===== src/design/bdhc_pkg.sv =====
// Package for the buoyancy depth-hold controller.
// Holds the action codes, register indexes and reset constants of the top level;
// the action codes and full drive duty are also used by its port checker. No dependencies.
package bdhc_pkg;

    localparam int PRESSURE_BITS_DEF = 19;

    localparam int BAND_BITS   = 12;
    localparam int DUTY_BITS   = 8;
    localparam int MS_BITS     = 10;
    localparam int ACC_BITS    = 11;
    localparam int CFG_IDX_BITS = 3;

    localparam int TARGET_RESET    = 10550;
    localparam int START_RESET     = 10230;
    localparam int ERR_BAND_RESET  = 20;
    localparam int RECOVER_RESET   = 30;
    localparam int DEADBAND_RESET  = 50;
    localparam int DESCENT_RESET   = 20;
    localparam int SLOW_RESET      = 100;
    localparam int PERIOD_RESET    = 10;

    localparam logic [DUTY_BITS-1:0] FULL_DRIVE = 8'd255;
    localparam logic [ACC_BITS-1:0]  ACC_MAX    = 11'd2047;

    typedef enum logic [2:0] {
        ACT_STOP  = 3'd0,
        ACT_SINK  = 3'd1,
        ACT_RISE  = 3'd2,
        ACT_FLOAT = 3'd3,
        ACT_HOLD  = 3'd4
    } action_t;

    typedef enum logic [CFG_IDX_BITS-1:0] {
        REG_TARGET   = 3'd0,
        REG_START    = 3'd1,
        REG_ERR_BAND = 3'd2,
        REG_RECOVER  = 3'd3,
        REG_DEADBAND = 3'd4,
        REG_DESCENT  = 3'd5,
        REG_SLOW     = 3'd6,
        REG_PERIOD   = 3'd7
    } cfg_idx_t;

endpackage


===== src/design/buoyancy_depth_hold_controller_top.sv =====
// Buoyancy depth-hold controller: pressure samples in, pump-motor duties out.
// Depends on bdhc_pkg.
//
// The block accepts one request per clock cycle unless the result side stalls, and
// returns one result per request, through an input register and then a result
// register. All controller state (mode latch, descent flag, sample timer, prior
// pressure, held drives, peak and trough trackers) is updated as the result
// register loads, so back-to-back requests see each other's state with no bubble.
// Configuration registers may be written only while no request is in flight.
module buoyancy_depth_hold_controller_top
    import bdhc_pkg::*;
#(
    parameter int PRESSURE_BITS = PRESSURE_BITS_DEF
) (
    input  logic                      aclk,
    input  logic                      aresetn,
    // s_tdata, from bit 0: pressure, elapsed_ms, auto_request, push_pin,
    // pull_pin, zero fill
    input  logic                      s_tvalid,
    output logic                      s_tready,
    input  logic [((PRESSURE_BITS+13+7)/8)*8-1:0] s_tdata,
    // m_tdata, from bit 0: sink_drive, rise_drive, auto_active, action, zero fill
    output logic                      m_tvalid,
    input  logic                      m_tready,
    output logic [23:0]               m_tdata,
    input  logic                      cfg_we,
    input  logic [CFG_IDX_BITS-1:0]   cfg_index,
    input  logic [PRESSURE_BITS-1:0]  cfg_wdata
);

    localparam int PB  = PRESSURE_BITS;
    localparam int PW1 = PB + 1;
    localparam int PW2 = PB + 2;
    localparam int S_W = ((PB + 13 + 7) / 8) * 8;

    // Configuration registers
    logic [PB-1:0]        tgt_reg, start_reg;
    logic [BAND_BITS-1:0] eb_reg, rm_reg, db_reg, thr_reg;
    logic [DUTY_BITS-1:0] slow_reg;
    logic [MS_BITS-1:0]   period_reg;

    always_ff @(posedge aclk) begin
        if (!aresetn) begin
            tgt_reg    <= PB'(TARGET_RESET);
            start_reg  <= PB'(START_RESET);
            eb_reg     <= BAND_BITS'(ERR_BAND_RESET);
            rm_reg     <= BAND_BITS'(RECOVER_RESET);
            db_reg     <= BAND_BITS'(DEADBAND_RESET);
            thr_reg    <= BAND_BITS'(DESCENT_RESET);
            slow_reg   <= DUTY_BITS'(SLOW_RESET);
            period_reg <= MS_BITS'(PERIOD_RESET);
        end else if (cfg_we) begin
            case (cfg_idx_t'(cfg_index))
                REG_TARGET:   tgt_reg    <= cfg_wdata;
                REG_START:    start_reg  <= cfg_wdata;
                REG_ERR_BAND: eb_reg     <= cfg_wdata[BAND_BITS-1:0];
                REG_RECOVER:  rm_reg     <= cfg_wdata[BAND_BITS-1:0];
                REG_DEADBAND: db_reg     <= cfg_wdata[BAND_BITS-1:0];
                REG_DESCENT:  thr_reg    <= cfg_wdata[BAND_BITS-1:0];
                REG_SLOW:     slow_reg   <= cfg_wdata[DUTY_BITS-1:0];
                REG_PERIOD:   period_reg <= cfg_wdata[MS_BITS-1:0];
                default: ;
            endcase
        end
    end

    // Input stage
    logic               in_valid_reg;
    logic [PB-1:0]      p_reg;
    logic [MS_BITS-1:0] el_reg;
    logic               man_reg, push_reg, pull_reg;
    logic               out_valid_reg;
    logic               out_free;
    logic               fire;

    assign out_free = !out_valid_reg || m_tready;
    assign fire     = in_valid_reg && out_free;
    assign s_tready = !in_valid_reg || out_free;

    always_ff @(posedge aclk) begin
        if (!aresetn) begin
            in_valid_reg <= 1'b0;
        end else if (s_tready) begin
            in_valid_reg <= s_tvalid;
        end
    end

    always_ff @(posedge aclk) begin
        if (s_tvalid && s_tready) begin
            p_reg    <= s_tdata[PB-1:0];
            el_reg   <= s_tdata[PB+MS_BITS-1:PB];
            man_reg  <= s_tdata[PB+10];
            push_reg <= s_tdata[PB+11];
            pull_reg <= s_tdata[PB+12];
        end
    end

    // Controller state
    logic                 auto_reg, auto_next;
    logic                 done_reg, done_next;
    logic [ACC_BITS-1:0]  acc_reg, acc_next;
    logic [PB-1:0]        prior_reg, prior_next;
    logic [PB-1:0]        desc_reg, desc_next;
    logic [PB-1:0]        peak_reg, peak_next;
    logic [PB-1:0]        trough_reg, trough_next;
    logic [DUTY_BITS-1:0] sink_reg, sink_next;
    logic [DUTY_BITS-1:0] rise_reg, rise_next;
    action_t              act;

    logic [ACC_BITS:0]    acc_sum;
    logic [ACC_BITS-1:0]  acc_sat;
    logic                 refresh;
    logic [PB-1:0]        prior_eff;
    logic [PW1-1:0]       p_w, tgt_w, db_w, thr_sum;
    logic                 descend_hit, in_window;
    logic [PB-1:0]        eb_w;
    logic [PB-1:0]        peak_gap, peak1, peak_diff;
    logic                 float_ok;
    logic [PW2-1:0]       np;
    logic [PB-1:0]        np_sat;
    logic [BAND_BITS:0]   off;
    logic [PB-1:0]        trough1, trough_diff, trough_rst;
    logic                 sink_ok;

    always_comb begin
        acc_sum   = {1'b0, acc_reg} + {{(ACC_BITS+1-MS_BITS){1'b0}}, el_reg};
        acc_sat   = (acc_sum > {1'b0, ACC_MAX}) ? ACC_MAX : acc_sum[ACC_BITS-1:0];
        refresh   = acc_sat >= {{(ACC_BITS-MS_BITS){1'b0}}, period_reg};
        prior_eff = refresh ? p_reg : prior_reg;

        p_w     = {1'b0, p_reg};
        tgt_w   = {1'b0, tgt_reg};
        db_w    = {{(PW1-BAND_BITS){1'b0}}, db_reg};
        eb_w    = {{(PB-BAND_BITS){1'b0}}, eb_reg};
        thr_sum = {1'b0, prior_eff} + {{(PW1-BAND_BITS){1'b0}}, thr_reg};
        descend_hit = p_w > thr_sum;
        in_window   = ((p_w + db_w) > tgt_w) && (p_w < (tgt_w + db_w));

        peak_gap  = p_reg - peak_reg;
        peak1     = ((peak_reg < p_reg) && (peak_gap < eb_w)) ? p_reg : peak_reg;
        peak_diff = peak1 - p_reg;
        float_ok  = (peak1 <= p_reg) || (peak_diff <= eb_w);
        np        = {2'b00, p_reg} + {{(PW2-BAND_BITS){1'b0}}, eb_reg}
                    + {{(PW2-BAND_BITS){1'b0}}, rm_reg};
        np_sat    = (np > {2'b00, {PB{1'b1}}}) ? {PB{1'b1}} : np[PB-1:0];

        trough1     = ((trough_reg > p_reg) && (p_reg < desc_reg)) ? p_reg : trough_reg;
        trough_diff = p_reg - trough1;
        sink_ok     = (p_reg <= trough1) || (trough_diff <= eb_w);
        off         = {1'b0, eb_reg} + {1'b0, rm_reg};
        trough_rst  = (p_w > {{(PW1-BAND_BITS-1){1'b0}}, off})
                      ? (p_reg - {{(PB-BAND_BITS-1){1'b0}}, off}) : '0;

        acc_next    = refresh ? '0 : acc_sat;
        prior_next  = prior_eff;
        auto_next   = auto_reg;
        done_next   = done_reg;
        desc_next   = desc_reg;
        peak_next   = peak_reg;
        trough_next = trough_reg;
        sink_next   = '0;
        rise_next   = '0;
        act         = ACT_STOP;

        if (!auto_reg) begin
            if (man_reg) begin
                auto_next = 1'b1;
                sink_next = sink_reg;
                rise_next = rise_reg;
                act       = ACT_HOLD;
            end else if (!pull_reg && push_reg) begin
                sink_next = FULL_DRIVE;
                act       = ACT_SINK;
            end else if (pull_reg && !push_reg) begin
                rise_next = FULL_DRIVE;
                act       = ACT_RISE;
            end
        end else if (p_reg < start_reg) begin
            act = ACT_STOP;
        end else if (!done_reg) begin
            if (descend_hit) begin
                desc_next = p_reg;
                done_next = 1'b1;
            end else begin
                sink_next = FULL_DRIVE;
                act       = ACT_SINK;
            end
        end else if (in_window) begin
            act = ACT_STOP;
        end else if (p_reg > tgt_reg) begin
            trough_next = tgt_reg;
            if (float_ok) begin
                peak_next = peak1;
                rise_next = slow_reg;
                act       = ACT_FLOAT;
            end else begin
                peak_next = np_sat;
            end
        end else begin
            peak_next = tgt_reg;
            if (sink_ok) begin
                trough_next = trough1;
                sink_next   = slow_reg;
                act         = ACT_SINK;
            end else begin
                trough_next = trough_rst;
            end
        end
    end

    always_ff @(posedge aclk) begin
        if (!aresetn) begin
            auto_reg   <= 1'b0;
            done_reg   <= 1'b0;
            acc_reg    <= '0;
            prior_reg  <= '0;
            desc_reg   <= '0;
            peak_reg   <= PB'(TARGET_RESET);
            trough_reg <= PB'(TARGET_RESET);
            sink_reg   <= '0;
            rise_reg   <= '0;
        end else if (fire) begin
            auto_reg   <= auto_next;
            done_reg   <= done_next;
            acc_reg    <= acc_next;
            prior_reg  <= prior_next;
            desc_reg   <= desc_next;
            peak_reg   <= peak_next;
            trough_reg <= trough_next;
            sink_reg   <= sink_next;
            rise_reg   <= rise_next;
        end
    end

    // Result stage
    logic [DUTY_BITS-1:0] out_sink_reg, out_rise_reg;
    logic                 out_auto_reg;
    action_t              out_act_reg;

    always_ff @(posedge aclk) begin
        if (!aresetn) begin
            out_valid_reg <= 1'b0;
        end else if (out_free) begin
            out_valid_reg <= in_valid_reg;
        end
    end

    always_ff @(posedge aclk) begin
        if (fire) begin
            out_sink_reg <= sink_next;
            out_rise_reg <= rise_next;
            out_auto_reg <= auto_next;
            out_act_reg  <= act;
        end
    end

    assign m_tvalid = out_valid_reg;
    assign m_tdata  = {4'b0000, out_act_reg, out_auto_reg, out_rise_reg, out_sink_reg};

    logic unused_pad;
    assign unused_pad = ^{s_tdata[S_W-1:PB+12], 1'b0};

endmodule


===== config.mk =====
export PLATFORM = sky130hd
export DESIGN_NAME = buoyancy_depth_hold_controller_top
export DESIGN_NICKNAME = d
export VERILOG_FILES = /design/src/design/bdhc_pkg.sv /design/src/design/buoyancy_depth_hold_controller_top.sv
export SDC_FILE = /design/constraint.sdc
export NUM_CORES = 1
export LEC_CHECK = 0
export ABC_AREA = 1
export BUFFER_PORTS_ARGS = -buffer_cell sky130_fd_sc_hd__clkbuf_2
export CORE_MARGIN = 4
export CORE_UTILIZATION = 31
export CTS_CLUSTER_SIZE = 10
export DETAILED_ROUTE_END_ITERATION = 7
export PLACE_DENSITY = 0.54
export SLEW_MARGIN = 20
export SYNTH_ARGS = -nofsm -noshare
export SYNTH_HDL_FRONTEND = slang
export SYNTH_SLANG_ARGS = --single-unit
export TNS_END_PERCENT = 20

===== constraint.sdc =====
create_clock -name aclk -period 9.34 [get_ports aclk]
set_clock_uncertainty 0.05 [all_clocks]
set_input_delay 1.868 -clock aclk [delete_from_list [all_inputs] [get_ports aclk]]
set_output_delay 1.868 -clock aclk [all_outputs]
set_load 0.02 [all_outputs]

==> flow_metrics.py, run 1 <==
metrics = {
    "outcome": {
        "status": "finished clean",
    },
    "placed_design": {
        "hpwl_mm": 64.7,
        "placed_area_sq_um": 24300,
        "port-buffer-count": 80,
        "globalplace.congestion": 0.990,
    },
    "power": {
        "leakage_nw": 12.1,
        "vdd_drop_max_mv": 0.135,
        "power.density_nw_per_um2": 138,
        "p_switching_mw": 1.23,
        "p_clk_share_pct": 36.9,
        "power_frac_comb_pct": 27.7,
        "total_power_mw": 3.52,
        "swShare_pct": 35.0,
        "sequentialPowerShare_pct": 35.4,
        "intPower_mw": 2.29,
    },
    "synth": {
        "ys_ff_latch": 263,
        "yosysUniqueCellTypes": 57,
        "synth_flop_cell": "dfxtp_1",
        "synth_cells": 3303,
        "synth_edf_count": 52,
        "async_flop_share_pct": 0,
        "yosys_warnings": 0,
        "synth_sequential_area_ratio_pct": 25.3,
        "syn_area_sq_um": 22900,
        "synth.avg_cell_area_sq_um": 6.92,
    },
    "setup_path": {
        "worst_setup_path_end_kind": "register",
        "worstSetupPathType": "register to register",
        "r2r_end": "desc_reg[14]",
        "crit_required_ns": 9.78,
        "critPathLaunch": "el_reg[8]",
        "slowest_stage": "nand4_4",
        "reg2reg_setup_slack_ns": 1.55,
        "endpoint": "desc_reg[14]",
        "crit_path_max_incr_delay_ns": 0.48,
        "start_kind": "register",
        "r2r_start": "el_reg[8]",
        "cp_common_cell": "nand2_1",
        "cp_max_fo": 30,
        "critPathArrivalTime_ns": 8.23,
        "rr_worst_depth": 44,
    },
    "floorplanning": {
        "start_util_pct": 31.3,
        "pin_count": 85,
        "die-width_um": 280,
        "core_area_sq_um": 73000,
        "num_rows": 99,
        "dieArea_sq_um": 78100,
        "fp.dieH_um": 280,
    },
    "clock_network": {
        "ctsResizeCount": 0,
        "htreeDepth": 2,
        "cts_max_path_buffers": 3,
        "clkSlewWorstSetupHoldPaths_ns": 0.05,
        "cts-hold-fix-buffers": 0,
        "cts-root-buf": "clkbuf_16",
        "numCtsBuffers": 35,
        "insertion_delay_ns": 0.56,
        "post_cts_buffers": 0,
        "clock_sinks": 263,
        "cts_tree": "done",
    },
    "sta": {
        "slew_violations": 0,
        "fmax_mhz": 128,
        "hold_viol": 0,
        "setup_violations": 0,
        "finalSetupTns_ns": 0,
        "fin_crit_sh_pct": 83.4,
        "rsz0062_at_grt": "false",
        "max_slew_margin_pct": 37.3,
        "fin_hold_ws_ns": 0.411,
        "min_period_ns": 7.79,
        "max_slew.worst_pin.slew_ns": 0.937,
    },
    "route": {
        "drt_iter0_drc": 1699,
        "detail_route.wl_per_cell_um": 19.7,
        "drc": 0,
        "vias": 22100,
        "routed_wl_mm": 85.5,
        "drt_pass1_iterations": 6,
        "drtAntennaViolNets": 0,
        "vias_per_cell": 5.08,
    },
    "global_routing": {
        "grt_max_degree": 87,
        "grt_first_pass_wirelength_mm": 128,
        "gr-total-overflow": 0,
        "grt_use_total_pct": 21.3,
        "grt_pass1_vias": 20600,
        "antenna_found_initial": 0,
    },
    "final_layout": {
        "fin_nets": 3763,
        "area_growth_pct": 11.1,
        "stdcell_area_sq_um": 25400,
        "drive_gt1_share_pct": 6.66,
        "antennaDiodeCount": 0,
    },
    "min_path": {
        "hp-class": "register to register",
        "whs_path_depth": 2,
    },
    "flow_run": {
        "cap_viol_max_count": 0,
    },
}
==> stage by stage <==
| step | worst slack, ns | utilization [%] | std cells |
|---|---|---|---|
| 4_1_cts | 1.58 | 34.8 | 4349 |
| 2_1_floorplan | 2.43 | - | 3306 |
| 5_1_grt | 0.795 | 34.8 | 4350 |
| 6_report | 1.55 | 34.8 | 4350 |
| 3_5_place_dp | 1.60 | 33.3 | 4287 |
| 3_3_place_gp | 1.67 | 33.3 | 4287 |
==> cells by family after synthesis <==
| group | count (synthesis) | share of synthesized area, % |
|---|---|---|
| xor+xnor | 116 | 4.45 |
| simple gates | 1348 | 24.8 |
| compound gates | 737 | 17.5 |
| other cells | 1 | 0.0164 |
| fa+ha+maj | 338 | 19.3 |
| buf+inv | 500 | 8.64 |
| flops | 263 | 25.3 |
==> cell type report <==
| type | instances | area (sq um) |
|---|---|---|
| fillers | 7882 | 47600 |
| multi-input cells | 2543 | 15100 |
| flip-flops and latches | 263 | 5790 |
| inverters | 403 | 1510 |
| well taps | 959 | 1200 |
| clock buffers | 56 | 1020 |
| repair buffers | 120 | 723 |
| clock inverters | 6 | 53.8 |
==> per-layer routing <==
layer | vias to the layer above | GRT usage [%] | part of all wire [%] | routed length, um
met4 | 0 | 9.18 | 5.0 | 4300
li1 | 11200 | - | - | -
met5 | - | 0 | 0 | 0
met2 | 630 | 34.5 | 44 | 37900
met3 | 153 | 3.14 | 5.6 | 4830
met1 | 10200 | 28.3 | 45 | 38500
==> synthesized netlist by cell type (10+ instances only) <==
master,number,share of area [%]
a21o_1,16,0.53
a21oi_1,370,8.1
a21oi_2,13,0.50
buf_1,11,0.18
buf_2,12,0.26
clkbuf_1,61,1.0
dfxtp_1,211,18
edfxtp_1,52,6.8
fa_1,23,2.0
ha_1,315,17
inv_1,393,6.5
nand2_1,751,12
nand2_2,17,0.47
nand3_1,176,3.9
nand4_1,48,1.3
nor2_1,292,4.8
nor3_1,25,0.55
o211ai_1,39,1.3
o21ai_0,243,5.3
o21ai_1,10,0.22
xnor2_1,43,1.6
xor2_1,73,2.8
==> worst max-delay path, delay by kind of cell (launching register included) <==
family                     cells  cell delay [ns]
and+or+nand+nor               22             2.55
AOI/OAI and AO/OA             11             2.15
adders and majority gates      5             1.63
buffers and inverters          5             0.84
DFF                            1             0.37
xor gates and xnor gates       1             0.16
==> worst min-delay path by stage <==
stage / slack (ns) / startpoint / end
4_1_cts: 0.42 / desc_reg[6] / desc_reg[6]
3_3_place_gp: 0.40 / start_reg[11] / start_reg[11]
6_report: 0.41 / desc_reg[1] / desc_reg[1]
3_5_place_dp: 0.41 / desc_reg[18] / desc_reg[18]
5_1_grt: 0.43 / desc_reg[18] / desc_reg[18]
2_1_floorplan: 0.39 / period_reg[2] / period_reg[2]
==> power by group through the flow <==
| stage | clock [mW] | sequential, mW | combinational (mW) |
|---|---|---|---|
| 2_1_floorplan | 0 | 1.27 | 0.670 |
| 5_1_grt | 1.37 | 1.25 | 1.10 |
| 6_report | 1.30 | 1.24 | 0.975 |
| 3_5_place_dp | 0 | 1.27 | 0.962 |
| 3_3_place_gp | 0 | 1.27 | 0.959 |
| 4_1_cts | 1.33 | 1.24 | 0.967 |
==> cells in the final DEF, fill, tap and decap left out, types with 6 or more instances in the layout <==
cell,n
nand2_1,751
inv_1,393
a21oi_1,370
ha_1,315
nor2_1,292
o21ai_0,243
dfxtp_1,211
nand3_1,176
clkbuf_2,79
xor2_1,73
edfxtp_1,52
nand4_1,48
xnor2_1,43
buf_4,40
o211ai_1,39
clkbuf_16,36
nor3_1,25
fa_1,23
nand2_2,17
a21o_1,16
clkbuf_1,16
a21oi_2,13
o21ai_1,10
a31oi_1,9
o21a_1,9
o21bai_1,8
nor4_1,6
No activity file was read; power rests on OpenSTA's default activity.
==> run 2, diff against run 1 <==
--- a/config.mk
+++ b/config.mk
@@ -5,7 +5,7 @@
 export SDC_FILE = /design/constraint.sdc
 export NUM_CORES = 1
 export LEC_CHECK = 0
-export ABC_AREA = 1
+export ABC_AREA = 0
 export BUFFER_PORTS_ARGS = -buffer_cell sky130_fd_sc_hd__clkbuf_2
 export CORE_MARGIN = 4
 export CORE_UTILIZATION = 31
==> constraint.sdc (replaced) <==
create_clock -name aclk -period 7.38 [get_ports aclk]
set_clock_uncertainty 0.05 [all_clocks]
set_input_delay 1.476 -clock aclk [delete_from_list [all_inputs] [get_ports aclk]]
set_output_delay 1.476 -clock aclk [all_outputs]
set_load 0.02 [all_outputs]
==> run 2 against run 1 <==
Against the previous run:
- the flow now finishes with violations (setup timing)
- global-route usage down 0.42 points
- first-iteration DRC count down 8.5%
- synthesized cell count down 17%
- area after synthesis down 1.5%
- utilization up 4.3 points
- wire length down 2.2%
- non-clock buffer count up 305
- via count down 2.0%
- power up 29%
- critical path depth down 6
- clock-buffer cell count down 1
- highest routed layer unchanged
- design area up 10%
==> flow_metrics.py, run 2 <==
metrics = {
    "synth": {
        "yosys.area.top_type_share_pct": 18.8,
        "yosysUniqueCellTypes": 91,
        "yosysMostFrequentCell": "nand2_1",
        "yosys_warnings": 0,
        "synth_cells": 2748,
        "syn_area_sq_um": 22500,
        "synth_top_area_cell": "dfxtp_1",
        "synth_flop_cell": "dfxtp_1",
        "synth_sequential_area_ratio_pct": 25.7,
        "synth.avg_cell_area_sq_um": 8.20,
        "synth_edf_count": 52,
        "async_flop_share_pct": 0,
        "synthTopCellsByCount": "nand2_1, ha_1, a21oi_1",
        "synth_area_leaders": "dfxtp_1, ha_1, edfxtp_1",
        "ys_ff_latch": 263,
    },
    "floorplanning": {
        "start_util_pct": 31.4,
        "num_rows": 98,
        "dieArea_sq_um": 77000,
        "pin_count": 85,
        "die-width_um": 278,
        "core_area_sq_um": 71700,
        "fp.dieH_um": 278,
    },
    "clock_network": {
        "clkSlewWorstSetupHoldPaths_ns": 0.06,
        "cts-root-buf": "clkbuf_16",
        "numCtsBuffers": 35,
        "clock_sinks": 263,
        "cts_max_path_buffers": 3,
        "cts_tree": "done",
        "htreeDepth": 2,
        "insertion_delay_ns": 0.56,
    },
    "global_routing": {
        "grt_first_pass_wirelength_mm": 126,
        "antenna_found_initial": 1,
        "grt_pass1_vias": 20500,
        "grt_max_degree": 94,
        "gr-total-overflow": 0,
        "grt_use_total_pct": 20.9,
    },
    "setup_path": {
        "r2r_start": "p_reg[0]",
        "worstSetupPathType": "register to register",
        "reg2reg_setup_slack_ns": -0.55,
        "critPathArrivalTime_ns": 8.38,
        "r2r_end": "rise_reg[6]",
        "rr_worst_depth": 38,
        "endpoint": "rise_reg[6]",
        "start_kind": "register",
        "slowest_stage": "or4_4",
        "critPathLaunch": "p_reg[0]",
        "crit_required_ns": 7.83,
        "crit_path_max_incr_delay_ns": 0.43,
        "worst_setup_path_end_kind": "register",
        "cp_max_fo": 6,
    },
    "sta": {
        "finalSetupTns_ns": -23.54,
        "setup_violations": 73,
        "slew_violations": 0,
        "min_period_ns": 7.93,
        "max_slew.worst_pin.slew_ns": 1.41,
        "worst_slack_ns": -0.548,
        "fmax_mhz": 126,
        "fin_crit_sh_pct": 107,
        "hold_viol": 0,
        "rsz0062_at_grt": "true",
        "max_slew_margin_pct": 6.01,
    },
    "min_path": {
        "hp-class": "register to register",
        "whs_path_depth": 2,
    },
    "final_layout": {
        "final_cell_mix": "nand2_1, buf_4, ha_1",
        "fillers": 7375,
        "fin_nets": 3486,
        "drive_gt1_share_pct": 19.1,
        "fin_util_pct": 39.1,
        "area_growth_pct": 24.5,
        "antennaDiodeCount": 0,
        "final_common_cell": "nand2_1",
    },
    "route": {
        "routed_wl_mm": 83.6,
        "drtAntennaViolNets": 0,
        "drt_pass1_iterations": 6,
        "vias_per_cell": 5.33,
        "drt_iter0_drc": 1554,
        "vias": 21700,
        "drc": 0,
        "detail_route.wl_per_cell_um": 20.6,
    },
    "power": {
        "vdd_drop_max_mv": 0.123,
        "leakage_nw": 12.0,
        "power.density_nw_per_um2": 162,
    },
    "flow_run": {
        "cap_viol_max_count": 0,
    },
    "placed_design": {
        "port-buffer-count": 80,
        "globalplace.congestion": 0.936,
        "hpwl_mm": 63.6,
    },
    "outcome": {
        "status": "finished with violations",
        "violations": "setup timing",
    },
}
==> run 2: cell types whose count changed in the layout (fill, tap and decap cells not counted), moves of 37 or more <==
cell	previous run	this run
mux2i_1	0	73
nand2b_1	0	38
nand2_1	751	330
a21o_1	16	68
nand3_1	176	74
o21ai_0	243	106
xnor2_1	43	80
a21oi_1	370	254
inv_1	393	186
nor2_1	292	160
buf_4	40	320
==> run 2: critical path: cells and delay by family (launching register included) <==
| family | cells | cell delay, ns |
|---|---|---|
| compound gates | 16 | 3.12 |
| fa+ha+maj | 6 | 1.58 |
| simple gates | 5 | 1.13 |
| buf+inv | 8 | 1.02 |
| flops | 1 | 0.39 |
| xor+xnor | 2 | 0.30 |
| mux | 1 | 0.26 |
==> run 2: cell families after synthesis <==
| group | synth area share, % |
|---|---|
| muxes | 4.12 |
| adders and majority gates | 19.5 |
| and+or+nand+nor | 16.9 |
| other | 0.0167 |
| AOI/OAI and AO/OA | 23.5 |
| DFF | 25.7 |
| xor gates and xnor gates | 4.63 |
| buffers and inverters | 5.64 |
==> run 2: cell type report <==
class	instances	area (sq um)	share of cell area (%)
flip-flops and latches	263	5790	20.6
inverters	195	734	2.62
clock buffers	55	1030	3.68
clock inverters	7	100	0.357
well taps	950	1190	4.24
repair buffers	425	3200	11.4
multi-input cells	2169	16000	57.1
==> run 2: what timing repair did <==
action,4_1_cts,5_1_grt
setup endpoints to repair,92,92
gates cloned,3,2
hold buffers,0,0
setup buffers,23,12
pin swaps,19,38
resized for setup,36,54
==> run 2: worst min-delay path by stage <==
stage / to / slack [ns] / from
2_1_floorplan: prior_reg[10] / 0.38 / prior_reg[10]
3_5_place_dp: prior_reg[8] / 0.40 / prior_reg[8]
4_1_cts: prior_reg[8] / 0.40 / prior_reg[8]
5_1_grt: prior_reg[8] / 0.42 / prior_reg[8]
6_report: prior_reg[8] / 0.40 / prior_reg[8]
3_3_place_gp: prior_reg[11] / 0.39 / prior_reg[11]
==> run 2: report_power, final <==
group	leakage, nW	internal, mW	total, mW	switching [mW]
Combinational	9.28	0.558	1.28	0.724
Clock	0.549	1.00	1.70	0.698
Sequential	2.22	1.52	1.56	0.0402
==> run 2: through the flow <==
step	instances	worst slack (ns)	power, mW	hold slack [ns]	cell area (sq um)
final	4064	-0.548	4.54	0.399	28000
after global routing	4064	-0.983	4.76	0.416	28000
after CTS	4050	-0.464	4.54	0.404	27700
after detailed placement	3962	-0.724	2.79	0.397	26100
after global placement	3962	-0.585	2.79	0.388	26100
after floorplan	2751	-0.294	2.36	0.383	22700
==> run 2: metal layers <==
| layer | GRT usage (%) | routed length [um] |
|---|---|---|
| met1 | 29.9 | 39400 |
| met2 | 33.1 | 37000 |
| met3 | 2.22 | 4610 |
| met4 | 6.33 | 2710 |
| met5 | 0 | 0 |
